## src/hw/rtl/omt_pkg.sv

```systemverilog
// Shared types, operation codes and defaults for the ordered multimap table.
`default_nettype none

package omt_pkg;

    // Default sizes
    localparam int CAPACITY_DEF   = 32;
    localparam int VALUE_BITS_DEF = 64;

    // Fixed field widths
    localparam int FUNC_W  = 2;
    localparam int KEY_W   = 32;
    localparam int VALUE_W = 64;

    // Operation codes
    localparam logic [FUNC_W-1:0] FUNC_ADD    = 2'd0;
    localparam logic [FUNC_W-1:0] FUNC_REMOVE = 2'd1;
    localparam logic [FUNC_W-1:0] FUNC_FIND   = 2'd2;
    localparam logic [FUNC_W-1:0] FUNC_NOP    = 2'd3;

    // Status codes
    localparam logic STATUS_OK   = 1'b0;
    localparam logic STATUS_FULL = 1'b1;

    // Cell commands
    localparam int CELL_OP_W = 3;
    localparam logic [CELL_OP_W-1:0] CELL_HOLD    = 3'd0;
    localparam logic [CELL_OP_W-1:0] CELL_ADD     = 3'd1;
    localparam logic [CELL_OP_W-1:0] CELL_MARK    = 3'd2;
    localparam logic [CELL_OP_W-1:0] CELL_COMPACT = 3'd3;
    localparam logic [CELL_OP_W-1:0] CELL_ROTATE  = 3'd4;

    // Request payload
    typedef struct packed {
        logic [FUNC_W-1:0]        func;
        logic signed [KEY_W-1:0]  key;
        logic [VALUE_W-1:0]       value;
    } req_t;

    // Result payload
    typedef struct packed {
        logic [VALUE_W-1:0] result_value;
        logic               hit;
        logic               last;
        logic               status;
    } rsp_t;

    // Control broadcast to every cell
    typedef struct packed {
        logic [CELL_OP_W-1:0]     op;
        logic signed [KEY_W-1:0]  key;
    } cell_ctrl_t;

endpackage

`default_nettype wire

```

## src/hw/rtl/omt_cell.sv

```systemverilog
// One table slot: holds a key, a value and an occupied flag, trades with its neighbor.
`default_nettype none

module omt_cell #(
    parameter int VALUE_BITS = omt_pkg::VALUE_BITS_DEF
) (
    input  wire logic                            clk,
    input  wire logic                            rst_n,
    input  wire omt_pkg::cell_ctrl_t             ctrl,
    input  wire logic [VALUE_BITS-1:0]           add_value,
    input  wire logic                            left_valid,
    input  wire logic                            nb_valid,
    input  wire logic signed [omt_pkg::KEY_W-1:0] nb_key,
    input  wire logic [VALUE_BITS-1:0]           nb_value,
    output logic                                 valid,
    output logic signed [omt_pkg::KEY_W-1:0]     key,
    output logic [VALUE_BITS-1:0]                value
);

    logic                             valid_reg;
    logic                             valid_next;
    logic signed [omt_pkg::KEY_W-1:0] key_reg;
    logic signed [omt_pkg::KEY_W-1:0] key_next;
    logic [VALUE_BITS-1:0]            value_reg;
    logic [VALUE_BITS-1:0]            value_next;

    // Slot update per broadcast command
    always_comb
    begin
        valid_next = valid_reg;
        key_next   = key_reg;
        value_next = value_reg;
        unique case (ctrl.op)
            omt_pkg::CELL_HOLD:
            begin
            end
            omt_pkg::CELL_ADD:
            begin
                // first empty slot takes the new entry
                if (!valid_reg && left_valid)
                begin
                    valid_next = 1'b1;
                    key_next   = ctrl.key;
                    value_next = add_value;
                end
            end
            omt_pkg::CELL_MARK:
            begin
                if (valid_reg && (key_reg == ctrl.key))
                    valid_next = 1'b0;
            end
            omt_pkg::CELL_COMPACT:
            begin
                // empty slot pulls from the right; a slot whose left is empty hands over
                if (!valid_reg)
                begin
                    valid_next = nb_valid;
                    key_next   = nb_key;
                    value_next = nb_value;
                end
                else if (!left_valid)
                begin
                    valid_next = 1'b0;
                end
            end
            omt_pkg::CELL_ROTATE:
            begin
                valid_next = nb_valid;
                key_next   = nb_key;
                value_next = nb_value;
            end
            default:
            begin
            end
        endcase
    end

    always_ff @(posedge clk or negedge rst_n)
    begin
        if (!rst_n)
            valid_reg <= 1'b0;
        else
            valid_reg <= valid_next;
    end

    always_ff @(posedge clk)
    begin
        key_reg   <= key_next;
        value_reg <= value_next;
    end

    assign valid = valid_reg;
    assign key   = key_reg;
    assign value = value_reg;

endmodule

`default_nettype wire

```

## src/hw/rtl/ordered_multimap_table_core.sv

```systemverilog
// Top level of the ordered multimap table: request sequencer and row of slots.
//
// A request is taken when start is high and busy is low; each result appears for one
// cycle with strobe high and must be taken then, as the receiver cannot stall. Add and
// the unused code give their one result in the cycle after the request and never raise
// busy. Remove clears matching slots at the edge that takes the request, then closes the
// gaps by letting every empty slot pull from its right neighbor once per cycle while a
// gap remains, then gives its result from a closing check that finds no gap. Find
// rotates the whole slot row once through slot 0 and gives its results while rotating
// and from a closing flush state. The last result of remove or find shows in the first
// cycle in which busy is low again.
`default_nettype none

module ordered_multimap_table_core #(
    parameter int CAPACITY   = omt_pkg::CAPACITY_DEF,
    parameter int VALUE_BITS = omt_pkg::VALUE_BITS_DEF
) (
    input  wire logic           clk,
    input  wire logic           rst_n,
    input  wire logic           start,
    output logic                busy,
    input  wire omt_pkg::req_t  req,
    output logic                strobe,
    output omt_pkg::rsp_t       rsp
);

    localparam int CNT_W = (CAPACITY > 1) ? $clog2(CAPACITY) : 1;
    localparam logic [CNT_W-1:0] CNT_LAST = CNT_W'(CAPACITY - 1);

    // Sequencer states
    localparam logic [1:0] ST_IDLE    = 2'd0;
    localparam logic [1:0] ST_COMPACT = 2'd1;
    localparam logic [1:0] ST_FIND    = 2'd2;
    localparam logic [1:0] ST_FLUSH   = 2'd3;

    logic [1:0]                       state_reg;
    logic [1:0]                       state_next;
    logic [CNT_W-1:0]                 cnt_reg;
    logic [CNT_W-1:0]                 cnt_next;
    logic signed [omt_pkg::KEY_W-1:0] key_reg;
    logic signed [omt_pkg::KEY_W-1:0] key_next;
    logic                             pend_valid_reg;
    logic                             pend_valid_next;
    logic [VALUE_BITS-1:0]            pend_value_reg;
    logic [VALUE_BITS-1:0]            pend_value_next;
    logic                             strobe_reg;
    logic                             strobe_next;
    omt_pkg::rsp_t                    rsp_reg;
    omt_pkg::rsp_t                    rsp_next;

    omt_pkg::cell_ctrl_t              ctrl;
    logic [VALUE_BITS-1:0]            add_value;

    logic [CAPACITY-1:0]              cell_valid;
    logic signed [omt_pkg::KEY_W-1:0] cell_key   [CAPACITY];
    logic [VALUE_BITS-1:0]            cell_value [CAPACITY];
    logic [CAPACITY-1:0]              gap;
    logic                             any_gap;
    logic                             full;
    logic                             head_match;

    assign add_value = req.value[VALUE_BITS-1:0];

    // Row of slots; the tail's right neighbor is slot 0, live only while rotating
    for (genvar i = 0; i < CAPACITY; i++)
    begin : g_cell
        logic                             lv;
        logic                             nv;
        logic signed [omt_pkg::KEY_W-1:0] nk;
        logic [VALUE_BITS-1:0]            nval;

        if (i == 0)
        begin : g_head
            assign lv = 1'b1;
        end
        else
        begin : g_body
            assign lv = cell_valid[i-1];
        end

        if (i == CAPACITY - 1)
        begin : g_tail
            assign nv   = cell_valid[0] && (ctrl.op == omt_pkg::CELL_ROTATE);
            assign nk   = cell_key[0];
            assign nval = cell_value[0];
            assign gap[i] = 1'b0;
        end
        else
        begin : g_link
            assign nv   = cell_valid[i+1];
            assign nk   = cell_key[i+1];
            assign nval = cell_value[i+1];
            assign gap[i] = !cell_valid[i] && cell_valid[i+1];
        end

        omt_cell #(
            .VALUE_BITS (VALUE_BITS)
        ) u_cell (
            .clk        (clk),
            .rst_n      (rst_n),
            .ctrl       (ctrl),
            .add_value  (add_value),
            .left_valid (lv),
            .nb_valid   (nv),
            .nb_key     (nk),
            .nb_value   (nval),
            .valid      (cell_valid[i]),
            .key        (cell_key[i]),
            .value      (cell_value[i])
        );
    end

    assign any_gap    = |gap;
    assign full       = cell_valid[CAPACITY-1];
    assign head_match = cell_valid[0] && (cell_key[0] == key_reg);

    // Sequencer
    always_comb
    begin
        state_next      = state_reg;
        cnt_next        = cnt_reg;
        key_next        = key_reg;
        pend_valid_next = pend_valid_reg;
        pend_value_next = pend_value_reg;
        strobe_next     = 1'b0;
        rsp_next        = rsp_reg;
        ctrl.op         = omt_pkg::CELL_HOLD;
        ctrl.key        = req.key;

        unique case (state_reg)
            ST_IDLE:
            begin
                if (start)
                begin
                    unique case (req.func)
                        omt_pkg::FUNC_ADD:
                        begin
                            strobe_next           = 1'b1;
                            rsp_next.result_value = '0;
                            rsp_next.hit          = 1'b0;
                            rsp_next.last         = 1'b1;
                            if (full)
                            begin
                                rsp_next.status = omt_pkg::STATUS_FULL;
                            end
                            else
                            begin
                                rsp_next.status = omt_pkg::STATUS_OK;
                                ctrl.op         = omt_pkg::CELL_ADD;
                            end
                        end
                        omt_pkg::FUNC_REMOVE:
                        begin
                            ctrl.op    = omt_pkg::CELL_MARK;
                            state_next = ST_COMPACT;
                        end
                        omt_pkg::FUNC_FIND:
                        begin
                            key_next        = req.key;
                            cnt_next        = '0;
                            pend_valid_next = 1'b0;
                            state_next      = ST_FIND;
                        end
                        omt_pkg::FUNC_NOP:
                        begin
                            strobe_next           = 1'b1;
                            rsp_next.result_value = '0;
                            rsp_next.hit          = 1'b0;
                            rsp_next.last         = 1'b1;
                            rsp_next.status       = omt_pkg::STATUS_OK;
                        end
                        default:
                        begin
                        end
                    endcase
                end
            end
            ST_COMPACT:
            begin
                if (any_gap)
                begin
                    ctrl.op = omt_pkg::CELL_COMPACT;
                end
                else
                begin
                    strobe_next           = 1'b1;
                    rsp_next.result_value = '0;
                    rsp_next.hit          = 1'b0;
                    rsp_next.last         = 1'b1;
                    rsp_next.status       = omt_pkg::STATUS_OK;
                    state_next            = ST_IDLE;
                end
            end
            ST_FIND:
            begin
                ctrl.op = omt_pkg::CELL_ROTATE;
                // a held match goes out once the next one shows it was not the last
                if (head_match)
                begin
                    if (pend_valid_reg)
                    begin
                        strobe_next           = 1'b1;
                        rsp_next.result_value =
                            omt_pkg::VALUE_W'(pend_value_reg);
                        rsp_next.hit          = 1'b1;
                        rsp_next.last         = 1'b0;
                        rsp_next.status       = omt_pkg::STATUS_OK;
                    end
                    pend_valid_next = 1'b1;
                    pend_value_next = cell_value[0];
                end
                if (cnt_reg == CNT_LAST)
                    state_next = ST_FLUSH;
                else
                    cnt_next = cnt_reg + 1'b1;
            end
            ST_FLUSH:
            begin
                strobe_next     = 1'b1;
                rsp_next.last   = 1'b1;
                rsp_next.status = omt_pkg::STATUS_OK;
                if (pend_valid_reg)
                begin
                    rsp_next.result_value = omt_pkg::VALUE_W'(pend_value_reg);
                    rsp_next.hit          = 1'b1;
                end
                else
                begin
                    rsp_next.result_value = '0;
                    rsp_next.hit          = 1'b0;
                end
                state_next = ST_IDLE;
            end
            default:
            begin
                state_next = ST_IDLE;
            end
        endcase
    end

    // Control registers
    always_ff @(posedge clk or negedge rst_n)
    begin
        if (!rst_n)
        begin
            state_reg      <= ST_IDLE;
            cnt_reg        <= '0;
            pend_valid_reg <= 1'b0;
            strobe_reg     <= 1'b0;
        end
        else
        begin
            state_reg      <= state_next;
            cnt_reg        <= cnt_next;
            pend_valid_reg <= pend_valid_next;
            strobe_reg     <= strobe_next;
        end
    end

    // Payload registers
    always_ff @(posedge clk)
    begin
        key_reg        <= key_next;
        pend_value_reg <= pend_value_next;
        rsp_reg        <= rsp_next;
    end

    assign busy   = (state_reg != ST_IDLE);
    assign strobe = strobe_reg;
    assign rsp    = rsp_reg;

endmodule

`default_nettype wire

```

## config.mk

```make
export PLATFORM = sky130hd
export DESIGN_NAME = ordered_multimap_table_core
export DESIGN_NICKNAME = d
export VERILOG_FILES = /design/src/hw/rtl/omt_pkg.sv /design/src/hw/rtl/omt_cell.sv /design/src/hw/rtl/ordered_multimap_table_core.sv
export SDC_FILE = /design/constraint.sdc
export NUM_CORES = 2
export LEC_CHECK = 0
export ABC_AREA = 0
export BUFFER_PORTS_ARGS = -buffer_cell sky130_fd_sc_hd__buf_2
export CORE_UTILIZATION = 60
export DETAILED_ROUTE_END_ITERATION = 10
export PLACE_DENSITY = 0.79
export SYNTH_ARGS = -nofsm -noshare
export SYNTH_HDL_FRONTEND = slang
export SYNTH_SLANG_ARGS = --single-unit
```

## constraint.sdc

```tcl
create_clock -name clk -period 16.1 [get_ports clk]
set_clock_uncertainty 0.1 [all_clocks]
set_input_delay 3.22 -clock clk [delete_from_list [all_inputs] [get_ports clk]]
set_output_delay 3.22 -clock clk [all_outputs]
set_load 0.02 [all_outputs]
```

==> results.md <==
- Status: complete, no violations
- Largest net degree at the start of global routing: 263
- Multi-input gate area: 0.0384 mm²
- Post-synthesis xor/xnor area fraction: 6.51%
- 1st-pass router iterations: 6
- DRT met1 WL: 141000 µm
- Initial drt markers: 12634
- Critical path's slowest cell: a21oi_4
- Pins over their slew limit: 0
- Vias in the first global route: 81311
- Sequential area share after synthesis: 69.3%
- Fin crit share: 49.4%
- GR Overflow Total: 0
- Worst hold start: g_cell[0].u_cell.value[51]
- Max-slew headroom: 9.90%
- Reg2reg start: g_cell[25].u_cell.valid
- Initial core utilization: 60.3%
- Final WL: 367000 µm
- Least-Margin Pin Slew: 1.35 ns
- Placer Congestion: 0.958
- Chip height: 488 µm
- Top cell by count, worst path: buf_4
- Setup WS pre-CTS: 7.37 ns
- Reg area: 0.0982 mm²
- Leakage power: 68.0 nW
- Max reg flops: 2048
- Most frequent cells in the layout: edfxtp_1, a21o_1, xnor2_1, xor2_1, clkbuf_16
- Mapped Nets: 9408
- RSZ-0062 raised after global routing: false
- First-pass GRT wire length: 539000 µm
- Worst path cell trace: buf_2, inv_1, ha_1, nor2b_1, nand3_1, o21a_1, nand2_4, a21oi_4, buf_4, buf_4
- CP delay by family, top: compound AO/OA/AOI/OAI gates
- Max-capacitance violation count: 0
- Crit-path max FO: 48
- Hold slack final: 0.353 ns
- Reg2Reg Depth: 8
- Clock tree buffer depth: 4
- WL met3: 41100 µm
- Hold/Removal Path Class: reg -> reg
- Fin Setup TNS: 0 ns
- Leading cell type in the layout, fill and taps excluded: edfxtp_1
- Antenna-violating nets left: 0
- Layout Nets: 9208
- Synth cell types: 63
- Synth Area in Adders: 0.0618%
- CP max stage delay: 1.13 ns
- Main combinational cell family by area after synthesis: compound AO/OA/AOI/OAI gates
- Yosys warnings: 0
- Hold buffers post-CTS: 0
- Critical Path Source Type: input port
- DIE WIDTH: 488 µm
- Post-synth EDFFs: 3235
- Final Util: 65.4%
- Flop2flop setup slack: 9.62 ns
- Die Area: 0.238 mm²
- Worst-path clk slew: 0.06 ns
- Worst path required time: 16.56 ns
- Top FF cell, synth: edfxtp_1
- Drt via density: 6.60
- H-tree Lvls: 5
- Worst hold path depth: 0
- Reg2reg end: g_cell[27].u_cell.value[13]
- PD cells: 260 mW/mm²
- Vias: 82548
- Layout cell share with drive strength beyond 1: 9.73%
- Top Metal Used: met4
- Area Overhead vs Synth: 8.54%
- FMAX: 0.126 GHz
- Final setup fails: 0
- Core footprint: 0.235 mm²
- Placed Cells: 11907
- Synth Area in Compound Gates: 17.3%
- Buf/Inv on CP: 4
- Resize count post-CTS: 0
- Clock sinks: 3276
- Crit path DAT: 8.42 ns
- Initial antenna violation count: 8
- PortBufs: 169
- Post-Syn Instances: 9300
- Postcts setup bufs: 0
- Final Hold Fails: 0
- Std-Cell Rows: 178
- Io pins: 170
- Tmin final: 7.96 ns
- Worst Setup End Kind: register
- GRT Total Usage: 30.7%
- Non-Filler Instances: 12506
- CP startpoint: req[96]
- CP Class: in -> reg
- CTS tree: built
- Post-Synth Simple-Gate Area: 2.90%
- Routed wl met2: 170000 µm
- Clock Latency Late Sink: 0.96 ns
- Post-DP HPWL: 211000 µm
- TritonCTS buffer count: 341
- Worst setup margin: 8.14 ns
- Synthesized area per cell: 15.2 µm²
- Fill cells: 15689
- Min-Delay Endpoint: pend_value_reg[51]
- Synthesized flop and latch total: 3276
- DRC violation count after routing: 0
- Post-synth ARST share: 1.25%
- VDD IR max: 0.352 mV
- CTS root buffer: clkbuf_16
- Drt wl/cell: 29.4 µm
- Cell Area, Synth: 0.142 mm²
- Post-synthesis mux area share: 0.00795%
per-stage QoR:
| step | area, µm² | total power, mW |
|---|---|---|
| global placement | 143000 | 31.5 |
| CTS | 154000 | 39.9 |
| global route | 154000 | 41.5 |
| detailed placement | 143000 | 32.0 |
| finish | 154000 | 40.0 |
| floorplan | 142000 | 28.3 |
Yosys cell counts, types with 4 or more instances:
| cell type | instances | area (µm²) |
|---|---|---|
| buf_6 | 187 | 2110 |
| edfxtp_1 | 3235 | 97100 |
| o221ai_1 | 5 | 43.8 |
| o2111ai_1 | 6 | 52.6 |
| a21oi_1 | 70 | 350 |
| o22ai_1 | 7 | 43.8 |
| or3_1 | 11 | 68.8 |
| nand2_1 | 72 | 270 |
| nor2_1 | 34 | 128 |
| buf_4 | 34 | 255 |
| ha_1 | 7 | 87.6 |
| nor4_1 | 138 | 863 |
| o21ai_0 | 59 | 295 |
| dfrtp_1 | 41 | 1030 |
| nor3_1 | 19 | 95.1 |
| nand3_1 | 59 | 295 |
| xor2_1 | 452 | 3960 |
| o21bai_1 | 6 | 45.0 |
| and2_1 | 165 | 1030 |
| inv_1 | 24 | 90.1 |
| xnor2_1 | 601 | 5260 |
| o32ai_1 | 4 | 35.0 |
| a21o_1 | 3078 | 23100 |
| or4_1 | 8 | 60.1 |
| clkbuf_1 | 319 | 1200 |
| buf_2 | 340 | 1700 |
| a31oi_1 | 27 | 169 |
| nor2b_1 | 7 | 43.8 |
| buf_1 | 43 | 161 |
| o21a_1 | 8 | 60.1 |
| nand2b_1 | 23 | 144 |
| nand4_1 | 161 | 1010 |
metal layers:
metal,vias to the layer above,GRT usage [%]
li1,34361,-
met1,41957,43.1
met2,5341,47.6
met3,889,5.85
met4,0,12.0
met5,-,0
worst max path at each step:
| stage | end | slack (ns) | cells after the start |
|---|---|---|---|
| after detailed placement | g_cell[27].u_cell.value[15] | 7.37 | 10 |
| after floorplan | g_cell[0].u_cell.key[0] | 6.30 | 10 |
| after global routing | g_cell[8].u_cell.value[41] | 8.00 | 11 |
| after global placement | g_cell[26].u_cell.value[15] | 7.53 | 10 |
| final | g_cell[27].u_cell.value[13] | 8.14 | 10 |
| after CTS | g_cell[27].u_cell.value[15] | 8.42 | 10 |
logic make-up (layout without fill, tap and decap cells):
logic type | count (synthesis) | after routing
compound gates | 3306 | 3306
other cells | 0 | 11
flops | 3276 | 3276
simple gates | 709 | 709
fa+ha+maj | 7 | 7
mux | 1 | 1
buf+inv | 948 | 993
xor+xnor | 1053 | 1053
where the power goes:
part / total, mW / switching [mW] / internal, mW
combinational: 13.1 / 8.50 / 4.64
clock: 7.67 / 3.23 / 4.44
sequential: 19.2 / 2.35 / 16.8
total: 40.0 / 14.1 / 25.9
layout make-up:
class | instances | area share [%]
timing repair buffer | 381 | 1.64
clock inverter | 178 | 1.07
tap | 3150 | 2.56
clock buffer | 410 | 5.81
antenna | 11 | 0.0179
sequential | 3276 | 63.8
multi-input combinational | 5076 | 25.0
inverter | 24 | 0.0586
No activity file was read; power rests on OpenSTA's default activity.
